### config.mk
export PLATFORM = sky130hd
export DESIGN_NAME = sync_word_frame_deframer_flat
export DESIGN_NICKNAME = d
export VERILOG_FILES = /design/src/hdl/swfd_pkg.sv /design/src/hdl/swfd_if.sv /design/src/hdl/swfd_front.sv /design/src/hdl/swfd_queue.sv /design/src/hdl/swfd_back.sv /design/src/hdl/sync_word_frame_deframer.sv /design/src/flat_wrapper.sv
export SDC_FILE = /design/constraint.sdc
export NUM_CORES = 1
export LEC_CHECK = 0
export ABC_AREA = 1
export BUFFER_PORTS_ARGS = -buffer_cell sky130_fd_sc_hd__buf_2
export CELL_PAD_IN_SITES_DETAIL_PLACEMENT = 0
export CELL_PAD_IN_SITES_GLOBAL_PLACEMENT = 1
export CORE_ASPECT_RATIO = 0.8
export CORE_UTILIZATION = 47
export DETAILED_ROUTE_END_ITERATION = 10
export GPL_ROUTABILITY_DRIVEN = 0
export PLACE_DENSITY = 0.75
export SETUP_SLACK_MARGIN = 0.05
export SLEW_MARGIN = 20
export SYNTH_ARGS = -nofsm -noshare
export SYNTH_HDL_FRONTEND = slang
export SYNTH_SLANG_ARGS = --single-unit
### constraint.sdc
create_clock -name clk -period 3.2 [get_ports clk]
set_clock_uncertainty 0.15 [all_clocks]
set_input_delay 0.48 -clock clk [delete_from_list [all_inputs] [get_ports clk]]
set_output_delay 0.48 -clock clk [all_outputs]
set_load 0.01 [all_outputs]
### src/hdl/swfd_pkg.sv
// ----------------------------------------------------------------------------
// swfd_pkg
// Shared constants and types of the sync-word frame deframer.
// ----------------------------------------------------------------------------
package swfd_pkg;

  localparam int MAX_WORDS = 32;
  localparam int IDX_W     = $clog2(MAX_WORDS);
  localparam int CNT_W     = $clog2(MAX_WORDS + 1);
  localparam int ADDR_W    = IDX_W + 1;   // bank bit on top of the word index
  localparam int QDEPTH    = 2;
  localparam int QPTR_W    = $clog2(QDEPTH);

  localparam logic [7:0] SEP_BYTE = 8'h7F;

  // frame store write request, front to back
  typedef struct packed {
    logic              en;
    logic [ADDR_W-1:0] addr;
    logic [15:0]       data;
  } wr_req_t;

  // one validated frame waiting to be emitted
  typedef struct packed {
    logic             bank;
    logic [CNT_W-1:0] count;
  } frame_cmd_t;

  // back reports a bank free again
  typedef struct packed {
    logic done;
    logic bank;
  } bank_rel_t;

  typedef struct packed {
    logic [1:0] busy;
    logic       wbank;
  } fe_status_t;

endpackage

### src/hdl/swfd_if.sv
// ----------------------------------------------------------------------------
// swfd_in_if / swfd_out_if
// Valid/ready channels of the deframer: received bytes in, decoded words out.
// ----------------------------------------------------------------------------
interface swfd_in_if;
  logic       valid;
  logic       ready;
  logic [7:0] rx_byte;

  modport source (output valid, output rx_byte, input ready);
  modport sink   (input valid, input rx_byte, output ready);
endinterface

interface swfd_out_if;
  logic               valid;
  logic               ready;
  logic [4:0]         word_index;
  logic signed [15:0] decoded_value;
  logic [5:0]         coarse_part;
  logic [7:0]         fine_part;
  logic               last;

  modport source (output valid, output word_index, output decoded_value,
                  output coarse_part, output fine_part, output last, input ready);
  modport sink   (input valid, input word_index, input decoded_value,
                  input coarse_part, input fine_part, input last, output ready);
endinterface

### src/hdl/swfd_front.sv
// ----------------------------------------------------------------------------
// swfd_front
// Byte parser: hunts for sync, learns the frame length, writes frame words
// into the current bank and queues a frame once its closing pair checks out.
// ----------------------------------------------------------------------------
module swfd_front (
  input  logic                    clk,
  input  logic                    rst_n,
  input  logic                    in_valid,
  output logic                    in_ready,
  input  logic [7:0]              in_byte,
  output swfd_pkg::wr_req_t       wr,
  output logic                    push,
  output swfd_pkg::frame_cmd_t    push_cmd,
  input  swfd_pkg::bank_rel_t     rel,
  output swfd_pkg::fe_status_t    status
);

  typedef enum logic [5:0] {
    M_HUNT   = 6'b000001,
    M_SEP    = 6'b000010,
    M_SKIP   = 6'b000100,
    M_ALIGN  = 6'b001000,
    M_LEARN  = 6'b010000,
    M_SYNCED = 6'b100000
  } mode_t;

  mode_t                       mode_r, mode_nxt;
  logic                        pp_r, pp_nxt;
  logic [7:0]                  held_r, held_nxt;
  logic [swfd_pkg::CNT_W-1:0]  wc_r, wc_nxt;
  logic [swfd_pkg::CNT_W-1:0]  lw_r, lw_nxt;
  logic                        wb_r, wb_nxt;
  logic [1:0]                  busy_r, busy_nxt;
  logic                        fire;
  logic                        sep_pair;

  // once synced, every byte waits while the write bank is still being emitted
  assign in_ready = !((mode_r == M_SYNCED) && busy_r[wb_r]);
  assign fire     = in_valid && in_ready;
  assign sep_pair = (held_r == swfd_pkg::SEP_BYTE) && (in_byte == swfd_pkg::SEP_BYTE);

  assign status.busy  = busy_r;
  assign status.wbank = wb_r;

  always_comb begin
    mode_nxt = mode_r;
    pp_nxt   = pp_r;
    held_nxt = held_r;
    wc_nxt   = wc_r;
    lw_nxt   = lw_r;
    wb_nxt   = wb_r;
    busy_nxt = busy_r;
    wr.en    = 1'b0;
    wr.addr  = {wb_r, wc_r[swfd_pkg::IDX_W-1:0]};
    wr.data  = {in_byte, held_r};
    push     = 1'b0;
    push_cmd.bank  = wb_r;
    push_cmd.count = lw_r;

    if (rel.done) begin
      busy_nxt[rel.bank] = 1'b0;
    end

    if (fire) begin
      unique case (mode_r)
        M_HUNT: begin
          pp_nxt   = 1'b0;
          held_nxt = '0;
          wc_nxt   = '0;
          lw_nxt   = '0;
          if (in_byte == swfd_pkg::SEP_BYTE) mode_nxt = M_SEP;
        end
        M_SEP: begin
          pp_nxt   = 1'b0;
          mode_nxt = (in_byte == swfd_pkg::SEP_BYTE) ? M_LEARN : M_SKIP;
        end
        M_SKIP: begin
          pp_nxt   = 1'b0;
          mode_nxt = M_ALIGN;
        end
        M_ALIGN, M_LEARN, M_SYNCED: begin
          if (!pp_r) begin
            held_nxt = in_byte;
            pp_nxt   = 1'b1;
          end else begin
            pp_nxt = 1'b0;
            if (mode_r == M_ALIGN) begin
              if (sep_pair) mode_nxt = M_LEARN;
            end else if (mode_r == M_LEARN) begin
              if (sep_pair) begin
                mode_nxt = M_SYNCED;
                wc_nxt   = '0;
              end else if (lw_r >= swfd_pkg::CNT_W'(swfd_pkg::MAX_WORDS)) begin
                mode_nxt = M_HUNT;
                held_nxt = '0;
                wc_nxt   = '0;
                lw_nxt   = '0;
              end else begin
                lw_nxt = lw_r + 1'b1;
              end
            end else begin
              if (wc_r < lw_r) begin
                wr.en  = 1'b1;
                wc_nxt = wc_r + 1'b1;
              end else if (sep_pair) begin
                wc_nxt = '0;
                // an empty frame emits nothing and keeps its bank
                if (lw_r != '0) begin
                  push             = 1'b1;
                  busy_nxt[wb_r]   = 1'b1;
                  wb_nxt           = !wb_r;
                end
              end else begin
                mode_nxt = M_HUNT;
                held_nxt = '0;
                wc_nxt   = '0;
                lw_nxt   = '0;
              end
            end
          end
        end
        default: begin
          mode_nxt = M_HUNT;
          pp_nxt   = 1'b0;
          held_nxt = '0;
          wc_nxt   = '0;
          lw_nxt   = '0;
        end
      endcase
    end
  end

  always_ff @(posedge clk) begin
    if (!rst_n) begin
      mode_r <= M_HUNT;
      pp_r   <= 1'b0;
      held_r <= '0;
      wc_r   <= '0;
      lw_r   <= '0;
      wb_r   <= 1'b0;
      busy_r <= '0;
    end else begin
      mode_r <= mode_nxt;
      pp_r   <= pp_nxt;
      held_r <= held_nxt;
      wc_r   <= wc_nxt;
      lw_r   <= lw_nxt;
      wb_r   <= wb_nxt;
      busy_r <= busy_nxt;
    end
  end

endmodule

### src/hdl/swfd_queue.sv
// ----------------------------------------------------------------------------
// swfd_queue
// Small FIFO of validated frames between the parser and the emitter.
// ----------------------------------------------------------------------------
module swfd_queue (
  input  logic                 clk,
  input  logic                 rst_n,
  input  logic                 push,
  input  swfd_pkg::frame_cmd_t push_cmd,
  input  logic                 pop,
  output logic                 q_valid,
  output swfd_pkg::frame_cmd_t q_cmd,
  output logic                 q_full
);

  swfd_pkg::frame_cmd_t             ent_r [swfd_pkg::QDEPTH];
  logic [swfd_pkg::QPTR_W-1:0]      wp_r, wp_nxt, rp_r, rp_nxt;
  logic [swfd_pkg::QPTR_W:0]        cnt_r, cnt_nxt;

  assign q_valid = (cnt_r != '0);
  assign q_full  = (cnt_r == (swfd_pkg::QPTR_W+1)'(swfd_pkg::QDEPTH));
  assign q_cmd   = ent_r[rp_r];

  always_comb begin
    wp_nxt  = push ? wp_r + 1'b1 : wp_r;
    rp_nxt  = pop ? rp_r + 1'b1 : rp_r;
    cnt_nxt = cnt_r + (swfd_pkg::QPTR_W+1)'(push) - (swfd_pkg::QPTR_W+1)'(pop);
  end

  always_ff @(posedge clk) begin
    if (push) ent_r[wp_r] <= push_cmd;
  end

  always_ff @(posedge clk) begin
    if (!rst_n) begin
      wp_r  <= '0;
      rp_r  <= '0;
      cnt_r <= '0;
    end else begin
      wp_r  <= wp_nxt;
      rp_r  <= rp_nxt;
      cnt_r <= cnt_nxt;
    end
  end

endmodule

### src/hdl/swfd_back.sv
// ----------------------------------------------------------------------------
// swfd_back
// Two-bank frame store and word emitter: reads a queued frame word by word,
// decodes each word into the output register.
// ----------------------------------------------------------------------------
module swfd_back (
  input  logic                  clk,
  input  logic                  rst_n,
  input  swfd_pkg::wr_req_t     wr,
  input  logic                  q_valid,
  input  swfd_pkg::frame_cmd_t  q_cmd,
  output logic                  pop,
  output swfd_pkg::bank_rel_t   rel,
  swfd_out_if.source            out_ch
);

  typedef enum logic [2:0] {
    B_IDLE = 3'b001,
    B_READ = 3'b010,
    B_LOAD = 3'b100
  } bstate_t;

  logic [15:0]                 mem [2*swfd_pkg::MAX_WORDS];
  logic [15:0]                 rd_data_r;
  bstate_t                     st_r, st_nxt;
  logic                        bank_r, bank_nxt;
  logic [swfd_pkg::CNT_W-1:0]  cnt_r, cnt_nxt;
  logic [swfd_pkg::IDX_W-1:0]  k_r, k_nxt;
  logic                        ov_r, ov_nxt;
  logic                        load;
  logic                        is_last;
  logic [4:0]                  oidx_r;
  logic [15:0]                 oval_r;
  logic [5:0]                  ocoarse_r;
  logic [7:0]                  ofine_r;
  logic                        olast_r;

  assign is_last = ((swfd_pkg::CNT_W'(k_r) + 1'b1) == cnt_r);
  assign load    = (st_r == B_LOAD) && (!ov_r || out_ch.ready);
  assign pop     = (st_r == B_IDLE) && q_valid;

  // bank is free once its final word sits in the output register
  assign rel.done = load && is_last;
  assign rel.bank = bank_r;

  always_ff @(posedge clk) begin
    if (wr.en) mem[wr.addr] <= wr.data;
    rd_data_r <= mem[{bank_r, k_r}];
  end

  always_comb begin
    st_nxt   = st_r;
    bank_nxt = bank_r;
    cnt_nxt  = cnt_r;
    k_nxt    = k_r;
    ov_nxt   = ov_r;
    if (ov_r && out_ch.ready) ov_nxt = 1'b0;
    unique case (st_r)
      B_IDLE: begin
        if (q_valid) begin
          bank_nxt = q_cmd.bank;
          cnt_nxt  = q_cmd.count;
          k_nxt    = '0;
          st_nxt   = B_READ;
        end
      end
      B_READ: st_nxt = B_LOAD;
      B_LOAD: begin
        if (load) begin
          ov_nxt = 1'b1;
          if (is_last) begin
            st_nxt = B_IDLE;
          end else begin
            k_nxt  = k_r + 1'b1;
            st_nxt = B_READ;
          end
        end
      end
      default: st_nxt = B_IDLE;
    endcase
  end

  always_ff @(posedge clk) begin
    if (!rst_n) begin
      st_r <= B_IDLE;
      ov_r <= 1'b0;
    end else begin
      st_r <= st_nxt;
      ov_r <= ov_nxt;
    end
    bank_r <= bank_nxt;
    cnt_r  <= cnt_nxt;
    k_r    <= k_nxt;
    if (load) begin
      oidx_r    <= 5'(k_r);
      oval_r    <= {rd_data_r[15:8], ~rd_data_r[7:0]};
      ocoarse_r <= rd_data_r[15:10];
      ofine_r   <= rd_data_r[7:0];
      olast_r   <= is_last;
    end
  end

  assign out_ch.valid         = ov_r;
  assign out_ch.word_index    = oidx_r;
  assign out_ch.decoded_value = oval_r;
  assign out_ch.coarse_part   = ocoarse_r;
  assign out_ch.fine_part     = ofine_r;
  assign out_ch.last          = olast_r;

endmodule

### src/hdl/sync_word_frame_deframer.sv
// ----------------------------------------------------------------------------
// sync_word_frame_deframer
// Emission: once a frame's closing byte transfers, it is queued; the idle
//   emitter takes it and, for each word in turn, reads the store (B_READ) and
//   loads the output register (B_LOAD), waiting there while the output is
//   stalled. Throughput: one byte per cycle; once synced, every byte stalls
//   while the write bank is still being emitted. Reset (synchronous, rst_n
//   low) returns to sync hunt.
// ----------------------------------------------------------------------------
module sync_word_frame_deframer (
  input  logic       clk,
  input  logic       rst_n,
  swfd_in_if.sink    in_ch,
  swfd_out_if.source out_ch
);

  swfd_pkg::wr_req_t    wr;
  logic                 push;
  swfd_pkg::frame_cmd_t push_cmd;
  swfd_pkg::bank_rel_t  rel;
  swfd_pkg::fe_status_t status;
  logic                 pop;
  logic                 q_valid;
  logic                 q_full;
  swfd_pkg::frame_cmd_t q_cmd;

  swfd_front u_front (
    .clk      (clk),
    .rst_n    (rst_n),
    .in_valid (in_ch.valid),
    .in_ready (in_ch.ready),
    .in_byte  (in_ch.rx_byte),
    .wr       (wr),
    .push     (push),
    .push_cmd (push_cmd),
    .rel      (rel),
    .status   (status)
  );

  swfd_queue u_queue (
    .clk      (clk),
    .rst_n    (rst_n),
    .push     (push),
    .push_cmd (push_cmd),
    .pop      (pop),
    .q_valid  (q_valid),
    .q_cmd    (q_cmd),
    .q_full   (q_full)
  );

  swfd_back u_back (
    .clk     (clk),
    .rst_n   (rst_n),
    .wr      (wr),
    .q_valid (q_valid),
    .q_cmd   (q_cmd),
    .pop     (pop),
    .rel     (rel),
    .out_ch  (out_ch)
  );

  a_no_push_full: assert property (@(posedge clk) disable iff (!rst_n)
    push |-> !q_full) else $error("frame queue overflow");

  a_no_write_busy: assert property (@(posedge clk) disable iff (!rst_n)
    wr.en |-> !status.busy[wr.addr[swfd_pkg::ADDR_W-1]])
    else $error("store into a bank still being emitted");

  a_release_busy: assert property (@(posedge clk) disable iff (!rst_n)
    rel.done |-> status.busy[rel.bank]) else $error("release of an idle bank");

endmodule

### src/flat_wrapper.sv
// flat-port wrapper written by rule: the top's interface ports become plain ports
module sync_word_frame_deframer_flat 
  (clk, rst_n, in_ch_valid, in_ch_rx_byte, in_ch_ready, out_ch_valid, out_ch_word_index, out_ch_decoded_value, out_ch_coarse_part, out_ch_fine_part, out_ch_last, out_ch_ready);
  swfd_in_if in_ch_i ();
  swfd_out_if out_ch_i ();
  input  logic clk;
  input  logic rst_n;
  input wire logic [$bits(in_ch_i.valid)-1:0] in_ch_valid;
  input wire logic [$bits(in_ch_i.rx_byte)-1:0] in_ch_rx_byte;
  output wire logic [$bits(in_ch_i.ready)-1:0] in_ch_ready;
  output wire logic [$bits(out_ch_i.valid)-1:0] out_ch_valid;
  output wire logic [$bits(out_ch_i.word_index)-1:0] out_ch_word_index;
  output wire logic [$bits(out_ch_i.decoded_value)-1:0] out_ch_decoded_value;
  output wire logic [$bits(out_ch_i.coarse_part)-1:0] out_ch_coarse_part;
  output wire logic [$bits(out_ch_i.fine_part)-1:0] out_ch_fine_part;
  output wire logic [$bits(out_ch_i.last)-1:0] out_ch_last;
  input wire logic [$bits(out_ch_i.ready)-1:0] out_ch_ready;
  assign in_ch_i.valid = in_ch_valid;
  assign in_ch_i.rx_byte = in_ch_rx_byte;
  assign in_ch_ready = in_ch_i.ready;
  assign out_ch_valid = out_ch_i.valid;
  assign out_ch_word_index = out_ch_i.word_index;
  assign out_ch_decoded_value = out_ch_i.decoded_value;
  assign out_ch_coarse_part = out_ch_i.coarse_part;
  assign out_ch_fine_part = out_ch_i.fine_part;
  assign out_ch_last = out_ch_i.last;
  assign out_ch_i.ready = out_ch_ready;
  sync_word_frame_deframer u_core (.clk(clk), .rst_n(rst_n), .in_ch(in_ch_i), .out_ch(out_ch_i));
endmodule
==> reports/metrics.cfg <==
[status]
run_status=finished clean

[routing]
ant_nets=0
detailroute.via_count=30530
wl_met1_mm=58.22
dr.max_layer_used=met4
wl_per_cell_um=24.91
routed_wl_mm=131.7
detail_route.first_pass.iterations=8
drc_violations_left=0
met2_wirelength_mm=55.73
met3_length_mm=14.83
detailedRoute.firstIterationViolations=4212
detail_route.vias_per_cell=5.775

[timing]
min_period_ns=2.935
timing.slew.headroom=0.2214
rsz0062_at_grt=no
report.final.slew_viol_count=0
actual_transition_at_the_worst_max_transition_pin_ns=1.168
setup-violations-final=0
post-route-period-util=0.9172
final.setup.tns_ns=0
timing.final.hold_violations=0
fmax_mhz=340.7

[floorplanning]
num_io_pins=50
design.core.area_mm2=0.09541
die-area_mm2=0.09817
start_util=0.4774
die_height_um=280.5
std_cell_rows=101
die_x_um=350.1

[worst_setup_path]
reg2reg_to=u_core.u_back.mem[26][1]
worst-path-buf-inv=3
slowest_stage_cell_crit_path=dfxtp_1
crit_family=simple AND/OR/NAND/NOR gates
crit_path_max_incr_delay_ns=0.44
critical_path_class=reg -> reg
cp-start-kind=register
worstPathArrival_ns=3.15
ff2ff_path_depth=12
timing.critical_path.fanout_max=16
worstSetupStartpoint=u_core.u_front.lw_r[4]
worst_r2r_startpoint=u_core.u_front.lw_r[4]
critical_path.cell_chain=inv_1 -> ha_1 -> nand2_1 -> inv_1 -> a21oi_2 -> nand2_4 -> nor2_4 -> nand4_4 -> nor2_8 -> nand3_4 -> nor2_1 -> buf_4
r2r_slack_ns=0.26
cpMostUsedCell=inv_1
timing.critical_path.to_type=register
worstSetupEndpoint=u_core.u_back.mem[26][1]
timing.critical_path.depth=12
worstPathRequired_ns=3.41

[global_route]
grt_pass1_wl_mm=190.7
grt_pass1_vias=28350
antenna_found_initial=4
grt_start_max_net_pins=124
grt_util_all_layers=0.2679
globalRouteOverflowTotal=0

[logic_synthesis]
synthesis.area_per_instance_um2=12.00
yosys.area.top_type=edfxtp_1
synthXorXnorAreaFrac=0.001730
synth_compound_area_frac=0.09677
syn_area_mm2=0.04555
synth_sequential_area_ratio=0.7357
synth_simple_gate_area_frac=0.1344
synthDominantCellAreaShare=0.7120
synthMuxAreaShare=0
cell_count_after_synthesis=3796
yosysWarningCount=0
ys_types=37
yosys.area_share.adder=0.003021
synth.area.top_cells=edfxtp_1, o21ai_0, nand2_1, nor2_1, o22ai_1
synth.net_count=3819
main_combinational_cell_family_by_area_after_synthesis=simple AND/OR/NAND/NOR gates
postSynthRegisterBits=1134

[pwr]
powerDensity_mw_per_mm2=847.5
p_leak_nw=18.13
post_layout_total_power_mw=43.92
vdd_drop_max_mv=0.4923

[placement]
dpl-instance-area_mm2=0.04814
dp_hpwl_mm=80.42
numPortBuffers=49

[clocking]
insertion_delay_ns=0.69
tritoncts=built
cts_num_sinks=1134
cts.htree.levels=3
cts_made_buffers=106
clock-root-buffer=clkbuf_16
clkSlewWorstSetupHoldPaths_ns=0.07
cts-root-to-sink-buffers=3

[job]
number_of_max_cap_violations=0

[finish]
nNetsFinal=3931
drive_gt1_frac=0.1130
final_cell_area_mm2=0.05183
layout-area-overhead-vs-synth_pct=13.78

[min_path]
hold_removal_path_class=in -> reg

==> where the power goes <==
group,internal [mW],switching (mW)
Clock,7.27,5.51
Combinational,3.94,10.3
Sequential,16.7,0.261
==> stage by stage <==
stage	utilization	hold WS, ns	setup WS [ns]	cells
6_report	0.5432	0.08440	0.2648	5287
5_1_grt	0.5432	0.1036	0.07317	5286
4_1_cts	0.5420	0.05386	0.08104	5280
3_5_place_dp	0.5046	0.2718	0.1101	5078
3_3_place_gp	0.5046	0.2621	0.1487	5078
2_1_floorplan	-	0.2355	0.06188	3796
==> flip-flops by register name, summed over array words and instances, names as in the netlist, 2 cells and up <==
name / flops
u_core.u_back.rd_data_r: 16
u_core.u_back.mem: 1024
u_core.u_back.st_r: 3
u_core.u_back.out_ch.word_index: 5
u_core.u_front.wc_r: 6
u_core.u_front.mode_r: 6
u_core.u_back.out_ch.fine_part: 8
u_core.u_back.k_r: 5
u_core.u_queue.ent_r: 14
u_core.u_front.lw_r: 6
u_core.u_queue.cnt_r: 2
u_core.u_front.held_r: 8
u_core.u_front.busy_r: 2
u_core.u_back.cnt_r: 6
u_core.u_back.out_ch.decoded_value: 16
==> metal layers <==
layer / vias up / track usage
met2: 1633 / 0.3799
met4: 0 / 0.06961
met5: - / 0
li1: 13830 / -
met1: 14890 / 0.4134
met3: 178 / 0.06040
==> cell usage after synthesis, drive strengths merged <==
cell type / instances
edfxtp: 1080
nand2: 677
nor2: 651
o21ai: 524
o22ai: 256
clkbuf: 173
nand3: 158
inv: 79
buf: 66
dfxtp: 54
a21oi: 30
ha: 11
nand4: 11
nor3: 9
xor2: 6
xnor2: 3
a21boi: 2
nor4: 2
and3: 1
clkinv: 1
nor3b: 1
o21bai: 1
==> worst register-to-register path, cell delays in order, from the launching register on <==
cell and delay, ns:
dfxtp_1 0.44, inv_1 0.10, ha_1 0.27, nand2_1 0.07, inv_1 0.05, a21oi_2 0.19
nand2_4 0.10, nor2_4 0.12, nand4_4 0.16, nor2_8 0.21, nand3_4 0.29, nor2_1 0.18
buf_4 0.28
==> worst min path at each step <==
stage	startpoint	to	slack (ns)	cells past startpoint
final	rst_n	u_core.u_queue.cnt_r[0]	0.08	3
after global routing	in_ch_valid	u_core.u_front.pp_r	0.10	3
after floorplan	u_core.u_back.rd_data_r[10]	u_core.u_back.out_ch.decoded_value[10]	0.24	0
after global placement	u_core.u_back.rd_data_r[5]	u_core.u_back.out_ch.fine_part[5]	0.26	0
after CTS	rst_n	u_core.u_queue.cnt_r[0]	0.05	3
after detailed placement	u_core.u_back.rd_data_r[4]	u_core.u_back.out_ch.fine_part[4]	0.27	0
==> layout by cell type (no fill, tap or decap), types with 11 or more instances in the layout <==
master,Yosys,final
nand3_1,149,149
nand2_1,671,671
nor2_1,641,640
buf_12,0,28
clkbuf_1,173,27
clkbuf_16,0,111
ha_1,11,11
edfxtp_1,1080,1080
dfxtp_1,54,45
buf_4,8,160
o21ai_0,514,514
o22ai_1,256,256
buf_2,46,49
clkbuf_8,0,14
a21oi_1,30,29
clkinv_2,1,15
inv_1,73,70
==> kinds of logic (layout without fill, tap and decap cells) <==
group           after synthesis  in the layout
fa+ha+maj                    11             11
compound gates              813            813
simple gates               1510           1510
other cells                   0              1
flops                      1134           1134
xor+xnor                      9              9
buf+inv                     319            522
==> layout make-up <==
| cell class | count | area, um^2 |
|---|---|---|
| multi-input combinational | 2343 | 10760 |
| antenna | 1 | 2.502 |
| fill | 7969 | 43580 |
| inverter | 80 | 324.1 |
| clock buffer | 152 | 3072 |
| sequential | 1134 | 33520 |
| tap | 1287 | 1610 |
| clock inverter | 47 | 467.9 |
| timing repair buffer | 243 | 2071 |
==> timing repair <==
item                                    CTS  global route
endpoints found under the hold margin     7             0
endpoints found under the setup margin    0           674
resized for setup                         0             5
setup buffers                             0             6
hold buffers                              3             0
Power figures use the tool's default switching activity.
